--- config.mk ---
export PLATFORM = sky130hd
export DESIGN_NAME = rmbv_delay
export DESIGN_NICKNAME = d
export VERILOG_FILES = /design/src/rtl/rotation_matrix_between_vectors_assert.svh /design/src/rtl/rmbv_pkg.sv /design/src/rtl/rmbv_delay.sv
export SDC_FILE = /design/constraint.sdc
export NUM_CORES = 1
export LEC_CHECK = 0
export ABC_CLOCK_PERIOD_IN_PS = 800
export BUFFER_PORTS_ARGS = -buffer_cell sky130_fd_sc_hd__buf_4
export CAP_MARGIN = 20
export CORE_MARGIN = 4
export CORE_UTILIZATION = 46
export DETAILED_ROUTE_END_ITERATION = 10
export PLACE_DENSITY_LB_ADDON = 0.12
export SYNTH_ARGS = -nofsm -noshare
export SYNTH_HDL_FRONTEND = slang
export SYNTH_SLANG_ARGS = --single-unit
export TNS_END_PERCENT = 100
--- constraint.sdc ---
create_clock -name clk -period 0.8 [get_ports clk]
set_input_delay 0.08 -clock clk [delete_from_list [all_inputs] [get_ports clk]]
set_output_delay 0.08 -clock clk [all_outputs]
set_load 0.02 [all_outputs]
--- src/rtl/rotation_matrix_between_vectors_assert.svh ---
// assertion macros shared by the rotation matrix rtl
`ifndef ROTATION_MATRIX_BETWEEN_VECTORS_ASSERT_SVH
`define ROTATION_MATRIX_BETWEEN_VECTORS_ASSERT_SVH

// same-cycle implication, checked out of reset
`define RMBV_ASSERT_IMPL(label, clk, rst_n, ante, cons) \
	label: assert property (@(posedge clk) disable iff (!rst_n) (ante) |-> (cons)) \
		else $error("rmbv assertion failed");

// next-cycle implication, checked out of reset
`define RMBV_ASSERT_NEXT(label, clk, rst_n, ante, cons) \
	label: assert property (@(posedge clk) disable iff (!rst_n) (ante) |=> (cons)) \
		else $error("rmbv assertion failed");

`endif

--- src/rtl/rmbv_pkg.sv ---
// package: widths, constants, sideband types and helpers for the rotation matrix block
`default_nettype none
package rmbv_pkg;

	localparam int COMP_WIDTH_DEF = 16;
	localparam int SRC_W      = 32;
	localparam int PRE_W      = 16;
	localparam int MAX_SHIFT  = 16;
	localparam int SH_W       = 5;
	localparam int PROD_W     = 32;
	localparam int C_W        = 33;
	localparam int D_W        = 34;
	localparam int MAG_W      = 34;
	localparam int SQ_W       = 64;
	localparam int ROOT_W     = 32;
	localparam int SQRT_STEPS = 32;
	localparam int DIV_QW     = 31;
	localparam int REM_W      = 33;
	localparam int NUM_W      = MAG_W + 32;
	localparam int DIV_LAT    = DIV_QW + 1;
	localparam int FIX_W      = 32;
	localparam int OM_W       = 33;
	localparam int WIDE_W     = 64;
	localparam int ENT_W      = 35;
	localparam int OUT_W      = 16;

	localparam logic signed [OUT_W-1:0]  ONE_Q14 = 16'sd16384;
	localparam logic signed [OUT_W-1:0]  ZERO_Q14 = 16'sd0;
	localparam logic signed [OUT_W-1:0]  SAT_HI = 16'sh7fff;
	localparam logic signed [OUT_W-1:0]  SAT_LO = 16'sh8000;
	localparam logic signed [OM_W-1:0]   ONE_Q30 = 33'sh0_4000_0000;
	localparam logic signed [WIDE_W-1:0] RND30 = 64'sh2000_0000;
	localparam logic signed [ENT_W-1:0]  RND16 = 35'sd32768;
	localparam logic signed [ENT_W-1:0]  ENT_HI = 35'sd32767;
	localparam logic signed [ENT_W-1:0]  ENT_LO = -35'sd32768;

	typedef struct packed {
		logic       deg;
		logic       neg_d;
		logic [2:0] neg_c;
	} side_t;

	typedef struct packed {
		logic [MAG_W-1:0]      d;
		logic [2:0][MAG_W-1:0] c;
	} mags_t;

	function automatic logic fits16(input logic signed [SRC_W-1:0] v);
		return (v[SRC_W-1:PRE_W-1] == '0) || (v[SRC_W-1:PRE_W-1] == '1);
	endfunction

	// smallest right shift that brings all three components into 16 bits
	function automatic logic [SH_W-1:0] pre_shift(input logic signed [SRC_W-1:0] x,
		input logic signed [SRC_W-1:0] y, input logic signed [SRC_W-1:0] z);
		logic [SH_W-1:0] sel;
		logic signed [SRC_W-1:0] tx, ty, tz;
		sel = SH_W'(MAX_SHIFT);
		for (int s = MAX_SHIFT; s >= 0; s--) begin
			tx = x >>> s;
			ty = y >>> s;
			tz = z >>> s;
			if (fits16(tx) && fits16(ty) && fits16(tz)) begin
				sel = SH_W'(s);
			end
		end
		return sel;
	endfunction

	// round half up, drop 30 fraction bits
	function automatic logic signed [WIDE_W-1:0] rs30(input logic signed [WIDE_W-1:0] x);
		return (x + RND30) >>> 30;
	endfunction

	// q1.30-scaled entry to saturated q2.14
	function automatic logic signed [OUT_W-1:0] q14_sat(input logic signed [ENT_W-1:0] e);
		logic signed [ENT_W-1:0] r;
		r = (e + RND16) >>> 16;
		if (r > ENT_HI) begin
			return SAT_HI;
		end else if (r < ENT_LO) begin
			return SAT_LO;
		end
		return r[OUT_W-1:0];
	endfunction

endpackage
`default_nettype wire

--- src/rtl/rmbv_delay.sv ---
// fixed-depth delay line for data that rides beside the arithmetic units
`default_nettype none
module rmbv_delay
	import rmbv_pkg::*;
#(
	parameter int W     = 1,
	parameter int DEPTH = SQRT_STEPS
) (
	input  logic         clk,
	input  logic [W-1:0] din,
	output logic [W-1:0] dout
);

	logic [W-1:0] tap_s [DEPTH+1];

	assign tap_s[0] = din;

	for (genvar g = 0; g < DEPTH; g++) begin : g_tap
		always_ff @(posedge clk) begin
			tap_s[g+1] <= tap_s[g];
		end
	end

	assign dout = tap_s[DEPTH];

endmodule
`default_nettype wire

==> metrics <==
Yosys reg bits=32; Synthesis Warnings=0; Crit path required time=720 ps; Final min period=just over 800 ps; failing checks=setup timing; max_slew headroom=0.943; most frequent cells in the layout=31 x dfxtp_1, 5 x clkbuf_4, 2 x clkbuf_1; WL per Instance=between 10 and 15 um; post-layout util=0.575; crit path to=dout; DR iter-0 viols=2; CTS Buf Count=5; Largest stage delay, worst path=330 ps; Crit Reg-Reg Startpoint=tap_s[1]; largest net degree at the start of global routing=10; Post-DP HPWL=about 360 um; TritonCTS clock tree=built; clk slew on worst S/H paths=roughly 80 ps; Startpoint Class=flip-flop; RSZ-0062 raised after global routing=yes; worst setup path startpoint=dout; Post-Route WL=632 um; Overflow after GRT=0; critical path's slowest cell=dfxtp_2; Leak=around 0.32 nW; share of layout cells above drive strength 1=0.209; final hold violations=0; top post-synthesis cells by area=dfxtp_1 100%; outcome=finished, violations left; clock tree buffer depth=2; max-cap violation count=0; Tot Pwr=between 2 and 3 mW; most common cell after layout, fill and taps aside=dfxtp_1; CP max FO=1; htree depth=2; Global Route Usage Sum=0.0955; CTS Root Cell=clkbuf_4; Pre-Repair DR Iteration Count=2; Tcrit/Tclk final=1.04; Initial Util=0.492; CP Buf/Inv Count=1; gpl congestion=roughly 0.59; core area=between 1000 and 1500 um2; final worst slack=-31.4 ps; multi-input combinational cell area=0 um2; Die Width=around 45 um; Area Overhead vs Synth=16.8%; Num Clock Sinks=32; detailed-route vias per instance=approximately 4; FMAX=~1200 MHz; Min-Delay Path Class=reg -> reg; Final #Nets=44; Clock Latency Late Sink=310 ps; Yosys cell types=1; Setup CP Type=reg -> out; detailed-route via count=~230; cell type with the highest aggregate area in the netlist=dfxtp_1; number of cells on the critical path=1; DRT antenna net count=0; reg-to-reg endpoint=dout; worst r2r path cells=0; Clock Skew=~6.9 ps; Top delay family on crit path=flip-flops; Post-Place Worst Slack=around 280 ps; first-pass GRT wire length=approximately 1100 um; #MultiIn Comb=0; PD cells=approximately 3500 nW/um2; critical path arrival=~750 ps; FF-to-FF setup slack=about 380 ps; Cell Chain, Critical Path=buf_6; Port Buf Inserts=2; Die Area=just over 2000 um2; Mapped Area=641 um2; Syn Nets=34; Worst-Margin Slew=around 86 ps; initial antenna violation count=0; Site Rows=13; Slew Limit Fails=0; DIE HEIGHT=45.3 um; DRC viols=0; Max VDD drop=around 1.6 mV; Post-Syn Area per Cell=approximately 20 um2; vias in the first global route=250; IO Pins=3; post-synth top area share=1.00; sequential share of the synthesized area=1.00; # diodes=0; Setup-failing EPs final=1; Mapped Cells=32; kind of end point of the critical path=output pin
==> synthesized netlist by cell type (all sizes together) <==
master,n
dfxtp,32
==> per-stage QoR <==
step           hold slack [ps]  setup TNS [ps]  instance area, um2  std cells
6_report                   330           -31.4                 748         58
5_1_grt                    339           -66.9                 748         58
4_1_cts                    328           -58.1                 748         58
3_5_place_dp               185               0                 674         49
3_3_place_gp               185               0                 674         49
2_1_floorplan              108               0                 641         32
==> where the power goes <==
part / total (mW) / switching (mW) / internal, mW / leakage (nW)
sequential: 1.70 / 0.0206 / 1.68 / 0.270
clock: 0.877 / 0.444 / 0.433 / 0.0326
combinational: 0.0163 / 0.00531 / 0.0110 / 0.0150
==> what timing repair did <==
item	4_1_cts	5_1_grt
resized for setup	2	0
setup endpoints to repair	1	1
hold buffers	1	0
buffers inserted	0	0
endpoints found under the hold margin	1	0
==> layer usage <==
| layer | share of wire | up-vias | GRT usage |
|---|---|---|---|
| met3 | 0.071 | 3 | 0.0598 |
| li1 | - | 116 | - |
| met4 | 0.046 | 0 | 0.140 |
| met5 | 0 | - | 0 |
| met2 | 0.44 | 7 | 0.107 |
| met1 | 0.44 | 103 | 0.0967 |
==> sequential cells by signal (all words and copies together), names as in the netlist <==
| signal | cells |
|---|---|
| dout | 1 |
| tap_s | 31 |
==> kinds of logic after synthesis <==
logic type,after synthesis,synth area share
DFF,32,1.00
==> layout make-up <==
cell class / instances / area (um2)
sequential: 32 / 642
fill: 96 / 553
clock buffer: 8 / 58.8
timing repair buffer: 3 / 28.8
tap: 15 / 18.8
==> worst min-delay path by stage <==
stage / slack, ps / startpoint / cells past startpoint / endpoint
floorplan: 110 / din / 0 / tap_s[31]
global placement: 190 / din / 1 / tap_s[31]
finish: 330 / tap_s[15] / 0 / tap_s[14]
global route: 340 / tap_s[10] / 0 / tap_s[9]
CTS: 330 / tap_s[15] / 0 / tap_s[14]
detailed placement: 190 / din / 1 / tap_s[31]
No activity file was read; power rests on OpenSTA's default activity.
