<file path="src/rtl/rotation_matrix_between_vectors_assert.svh">
// assertion macros shared by the rotation matrix rtl
`ifndef ROTATION_MATRIX_BETWEEN_VECTORS_ASSERT_SVH
`define ROTATION_MATRIX_BETWEEN_VECTORS_ASSERT_SVH

// same-cycle implication, checked out of reset
`define RMBV_ASSERT_IMPL(label, clk, rst_n, ante, cons) \
	label: assert property (@(posedge clk) disable iff (!rst_n) (ante) |-> (cons)) \
		else $error("rmbv assertion failed");

// next-cycle implication, checked out of reset
`define RMBV_ASSERT_NEXT(label, clk, rst_n, ante, cons) \
	label: assert property (@(posedge clk) disable iff (!rst_n) (ante) |=> (cons)) \
		else $error("rmbv assertion failed");

`endif

</file>
<file path="src/rtl/rmbv_pkg.sv">
// package: widths, constants, sideband types and helpers for the rotation matrix block
`default_nettype none
package rmbv_pkg;

	localparam int COMP_WIDTH_DEF = 16;
	localparam int SRC_W      = 32;
	localparam int PRE_W      = 16;
	localparam int MAX_SHIFT  = 16;
	localparam int SH_W       = 5;
	localparam int PROD_W     = 32;
	localparam int C_W        = 33;
	localparam int D_W        = 34;
	localparam int MAG_W      = 34;
	localparam int SQ_W       = 64;
	localparam int ROOT_W     = 32;
	localparam int SQRT_STEPS = 32;
	localparam int DIV_QW     = 31;
	localparam int REM_W      = 33;
	localparam int NUM_W      = MAG_W + 32;
	localparam int DIV_LAT    = DIV_QW + 1;
	localparam int FIX_W      = 32;
	localparam int OM_W       = 33;
	localparam int WIDE_W     = 64;
	localparam int ENT_W      = 35;
	localparam int OUT_W      = 16;

	localparam logic signed [OUT_W-1:0]  ONE_Q14 = 16'sd16384;
	localparam logic signed [OUT_W-1:0]  ZERO_Q14 = 16'sd0;
	localparam logic signed [OUT_W-1:0]  SAT_HI = 16'sh7fff;
	localparam logic signed [OUT_W-1:0]  SAT_LO = 16'sh8000;
	localparam logic signed [OM_W-1:0]   ONE_Q30 = 33'sh0_4000_0000;
	localparam logic signed [WIDE_W-1:0] RND30 = 64'sh2000_0000;
	localparam logic signed [ENT_W-1:0]  RND16 = 35'sd32768;
	localparam logic signed [ENT_W-1:0]  ENT_HI = 35'sd32767;
	localparam logic signed [ENT_W-1:0]  ENT_LO = -35'sd32768;

	typedef struct packed {
		logic       deg;
		logic       neg_d;
		logic [2:0] neg_c;
	} side_t;

	typedef struct packed {
		logic [MAG_W-1:0]      d;
		logic [2:0][MAG_W-1:0] c;
	} mags_t;

	function automatic logic fits16(input logic signed [SRC_W-1:0] v);
		return (v[SRC_W-1:PRE_W-1] == '0) || (v[SRC_W-1:PRE_W-1] == '1);
	endfunction

	// smallest right shift that brings all three components into 16 bits
	function automatic logic [SH_W-1:0] pre_shift(input logic signed [SRC_W-1:0] x,
		input logic signed [SRC_W-1:0] y, input logic signed [SRC_W-1:0] z);
		logic [SH_W-1:0] sel;
		logic signed [SRC_W-1:0] tx, ty, tz;
		sel = SH_W'(MAX_SHIFT);
		for (int s = MAX_SHIFT; s >= 0; s--) begin
			tx = x >>> s;
			ty = y >>> s;
			tz = z >>> s;
			if (fits16(tx) && fits16(ty) && fits16(tz)) begin
				sel = SH_W'(s);
			end
		end
		return sel;
	endfunction

	// round half up, drop 30 fraction bits
	function automatic logic signed [WIDE_W-1:0] rs30(input logic signed [WIDE_W-1:0] x);
		return (x + RND30) >>> 30;
	endfunction

	// q1.30-scaled entry to saturated q2.14
	function automatic logic signed [OUT_W-1:0] q14_sat(input logic signed [ENT_W-1:0] e);
		logic signed [ENT_W-1:0] r;
		r = (e + RND16) >>> 16;
		if (r > ENT_HI) begin
			return SAT_HI;
		end else if (r < ENT_LO) begin
			return SAT_LO;
		end
		return r[OUT_W-1:0];
	endfunction

endpackage
`default_nettype wire

</file>
<file path="src/rtl/rmbv_isqrt.sv">
// pipelined 64-bit floor square root, one result bit per stage
`default_nettype none
module rmbv_isqrt
	import rmbv_pkg::*;
(
	input  logic              clk,
	input  logic              arst_n,
	input  logic              in_valid,
	input  logic [SQ_W-1:0]   rad,
	output logic              out_valid,
	output logic [ROOT_W-1:0] root
);

	logic [SQ_W-1:0] rad_s  [SQRT_STEPS+1];
	logic [SQ_W-1:0] root_s [SQRT_STEPS+1];
	logic            vld_s  [SQRT_STEPS+1];

	assign rad_s[0]  = rad;
	assign root_s[0] = '0;
	assign vld_s[0]  = in_valid;

	for (genvar g = 0; g < SQRT_STEPS; g++) begin : g_step
		localparam logic [SQ_W-1:0] BIT = 64'h1 << (62 - 2 * g);
		logic [SQ_W-1:0] trial;
		logic            take;

		assign trial = root_s[g] + BIT;
		assign take  = rad_s[g] >= trial;

		always_ff @(posedge clk or negedge arst_n) begin
			if (!arst_n) begin
				vld_s[g+1] <= 1'b0;
			end else begin
				vld_s[g+1] <= vld_s[g];
			end
		end

		always_ff @(posedge clk) begin
			if (take) begin
				rad_s[g+1]  <= rad_s[g] - trial;
				root_s[g+1] <= (root_s[g] >> 1) + BIT;
			end else begin
				rad_s[g+1]  <= rad_s[g];
				root_s[g+1] <= root_s[g] >> 1;
			end
		end
	end

	assign out_valid = vld_s[SQRT_STEPS];
	assign root      = root_s[SQRT_STEPS][ROOT_W-1:0];

endmodule
`default_nettype wire

</file>
<file path="config.mk">
export PLATFORM = sky130hd
export DESIGN_NAME = rmbv_isqrt
export DESIGN_NICKNAME = d
export VERILOG_FILES = /design/src/rtl/rotation_matrix_between_vectors_assert.svh /design/src/rtl/rmbv_pkg.sv /design/src/rtl/rmbv_isqrt.sv
export SDC_FILE = /design/constraint.sdc
export NUM_CORES = 2
export LEC_CHECK = 0
export ABC_CLOCK_PERIOD_IN_PS = 4500
export BUFFER_PORTS_ARGS = -buffer_cell sky130_fd_sc_hd__buf_2
export CAP_MARGIN = 25
export CORE_ASPECT_RATIO = 0.6
export CORE_MARGIN = 1
export CORE_UTILIZATION = 55
export DETAILED_ROUTE_END_ITERATION = 6
export GPL_ROUTABILITY_DRIVEN = 1
export GPL_TIMING_DRIVEN = 0
export HOLD_SLACK_MARGIN = 0.03
export PLACE_DENSITY = 0.69
export SYNTH_ARGS = -nofsm -noshare
export SYNTH_HDL_FRONTEND = slang
export SYNTH_SLANG_ARGS = --single-unit
</file>
<file path="constraint.sdc">
create_clock -name clk -period 4.5 [get_ports clk]
set_clock_uncertainty 0.1 [all_clocks]
set_input_delay 0.675 -clock clk [delete_from_list [all_inputs] [get_ports clk]]
set_output_delay 0.675 -clock clk [all_outputs]
set_load 0.01 [all_outputs]
</file>
==> flow_summary.yaml <==
clock_tree:
  cts_made_buffers: 223
  clk_pin_slew_ns: 0.07
  cts_tree: "done"
  clockRootBuffer: "clkbuf_16"
  clk_path_buf_depth: 4
  clk_latency_ns: 0.88
  htree_levels: 4
  clock_sinks: 2544
grt:
  grt_max_degree: 33
  antenna_found_initial: 27
  grt_pass1_wl_microns: 434000
  grtUsageTotal_pct: 32.4
  grt_overflow: 0
  grt_pass1_vias: 67900
logic_synthesis:
  synthArstFlopShare_pct: 1.26
  synth.avg_cell_area_sq_um: 9.94
  synthDistinctLibCells: 92
  yosysSeqAreaShare_pct: 53.0
  synth_top_area_share_pct: 52.2
  yosys.area_share.xor_xnor_pct: 8.03
  yosysTopAreaCell: "dfxtp_1"
  synth_seq_cells: 2544
  synth_compound_area_share_pct: 11.9
  synth-simple-area-share_pct: 15.2
  netlist_area_sq_um: 96400
  syn_nets: 10300
  synth_area_leaders: "dfxtp_1, ha_1, xor2_1"
  synth_edf_count: 0
  ys.flop_type: "dfxtp_1"
  muxShareOfSynthArea_pct: 1.04
  synthCells: 9692
  yosysWarnings: 0
  synth_top_family_by_area: "simple AND/OR/NAND/NOR gates"
  synth_fa_ha_area_share_pct: 7.24
drt:
  route.detailed.drc: 0
  ant_nets: 0
  drtIter0Drc: 8823
  dr.pass1.iters: 6
  drt-vias-per-instance: 5.84
  via_count: 73700
  wire_per_inst_microns: 23.2
  routed_wl_microns: 293000
placed_design:
  gp_congestion: 1.01
  dp_hpwl_microns: 234000
  dp_cells: 12200
  pre_cts_slack_ns: -1.05
  io_buffers: 99
  placed_area_sq_um: 100000
floorplanning:
  core-area_sq_um: 173000
  rows: 118
  initial_core_util_pct: 55.6
  die_h_microns: 326
  die_x_microns: 542
  die-area_sq_um: 177000
  io_pins: 100
final_layout:
  final_util_pct: 62.8
  finalInstanceArea_sq_um: 109000
  drive_gt1_share_pct: 7.30
  final_cells: 12600
  fill_cells: 14200
  fin_nets: 10700
  area_growth_pct: 12.8
timing:
  hold_violations: 0
  tightest_slew_ns: 1.16
  period_share_pct: 100
  slew_headroom_pct: 22.5
  clock.fmax_mhz: 222
  fin_crit_ns: 4.51
  fin_ws_ns: -0.0143
  slew_violations: 0
  setup_viol: 3
power_and_ir_drop:
  vdd_drop_max_mv: 0.426
  p_per_area_nw_per_um2: 655
  p_leak_nw: 49.8
  power_w: 0.0712
min_path:
  min_path_type: "reg -> reg"
outcome:
  violations: "negative setup slack"
  status: "complete, but fails checks"
critical_path:
  cp.required_ns: 5.14
  crit_type: "reg -> reg"
  critPathMaxFanout: 10
  cp-start-kind: "register"
  critPathCaptureType: "register"
  crit_arrival_ns: 5.15
run:
  drv_cap: 0
where the power goes:
part           total [W]  switching [W]  internal (W)
registers         0.0326        0.00503        0.0276
logic             0.0184         0.0110       0.00745
clock network     0.0202        0.00862        0.0115
cell type report:
cell class | instances | area [sq um] | share of cell area (%)
clock buffer | 293 | 6270 | 5.77
inverter | 700 | 2630 | 2.42
buffer | 197 | 811 | 0.746
clock inverter | 103 | 1400 | 1.29
sequential | 2544 | 51100 | 47.0
antenna | 2 | 5.00 | 0.00460
multi-input combinational | 6243 | 42100 | 38.8
tap | 2340 | 2930 | 2.69
timing repair buffer | 206 | 1450 | 1.33
flip-flops by register name (all words and copies together), names as in the netlist:
| register | count |
|---|---|
| root | 32 |
| rad_s | 1984 |
| out_valid | 1 |
| vld_s | 31 |
| root_s | 496 |
worst max-delay path: stages, from the launching register on:
cell	delay, ns
dfxtp_1	0.36
inv_1	0.06
ha_1	0.26
clkbuf_1	0.22
a21oi_1	0.35
nor2_1	0.09
or3_1	0.52
a221oi_4	0.53
and4_1	0.45
o21a_2	0.37
clkbuf_4	0.43
buf_2	0.41
xnor2_1	0.21
Yosys cell counts, drive strengths merged, types with 17 or more instances:
cell and instances:
a21oi 651, o21ai 416, nand3b 26, dfxtp 2512, nor2 703, and3 46
inv 698, xor2 445, nor4b 42, a31oi 59, a211oi 38, o211ai 45
dfrtp 32, buf 17, ha 558, clkbuf 188, o31ai 29, nand4b 17
and2 33, nand4 160, nand2 567, nor3b 28, o21bai 59, and4 25
or4 69, nand2b 107, a211o 25, or2 45, xnor2 438, nor2b 78
o21a 108, mux2 84, or3 95, o2111ai 19, a21o 221, nor4 347
nand3 154, nor3 279, a21boi 19
metrics by stage:
step / setup TNS [ns] / hold slack [ns]
after floorplan: 0 / 0.222
after global placement: -281.74 / 0.232
after detailed placement: -82.63 / 0.231
after CTS: 0 / 0.225
after global routing: -0.0649 / 0.225
final: -0.0294 / 0.216
per-layer routing:
| metal | track usage, % | wire, microns | vias up |
|---|---|---|---|
| met5 | 0.424 | 120 | - |
| met4 | 4.26 | 2940 | 4 |
| met3 | 10.7 | 38400 | 263 |
| met2 | 35.7 | 93700 | 3299 |
| met1 | 56.9 | 158000 | 35600 |
| li1 | - | - | 34600 |
repair_timing:
action / CTS / global route
buffers inserted: 2 / 8
pin swaps: 1 / 8
hold endpoints to repair: 97 / 0
hold buffers: 66 / 0
endpoints found under the setup margin: 225 / 316
gates resized for setup: 39 / 74
path summary, 6_finish.rpt:
path / start / end / slack [ns] / depth (start not counted)
max: root_s[341] / rad_s[264] / -0.01 / 12
max reg2reg: root_s[341] / rad_s[264] / -0.01 / 12
min reg2reg: root_s[745] / root_s[680] / 0.22 / 0
min in group asynchronous: arst_n / out_valid / 0.33 / 2
min: root_s[745] / root_s[680] / 0.22 / 0
max in group asynchronous: arst_n / vld_s[21] / 3.52 / 2
cell families (layout without fill, tap and decap cells):
| group | Yosys count | in the layout |
|---|---|---|
| simple gates | 2854 | 2854 |
| mux | 90 | 90 |
| flops | 2544 | 2544 |
| fa+ha+maj | 558 | 558 |
| buf+inv | 905 | 1499 |
| xor+xnor | 883 | 883 |
| compound gates | 1858 | 1858 |
| other cells | 0 | 2 |
placed cells by master (no fill, tap or decap), types with 154 or more instances in the layout:
| cell type | Yosys | final |
|---|---|---|
| ha_1 | 558 | 554 |
| xor2_1 | 445 | 443 |
| nand4_1 | 160 | 160 |
| nor2_1 | 703 | 703 |
| nand2_1 | 567 | 566 |
| a21oi_1 | 651 | 651 |
| a21o_1 | 221 | 221 |
| clkbuf_1 | 188 | 181 |
| nor4_1 | 345 | 336 |
| xnor2_1 | 438 | 438 |
| nor3_1 | 279 | 274 |
| o21ai_0 | 411 | 408 |
| clkbuf_16 | 0 | 226 |
| inv_1 | 696 | 695 |
| nand3_1 | 154 | 154 |
| dfxtp_1 | 2512 | 2508 |
No activity file was read; power rests on OpenSTA's default activity.
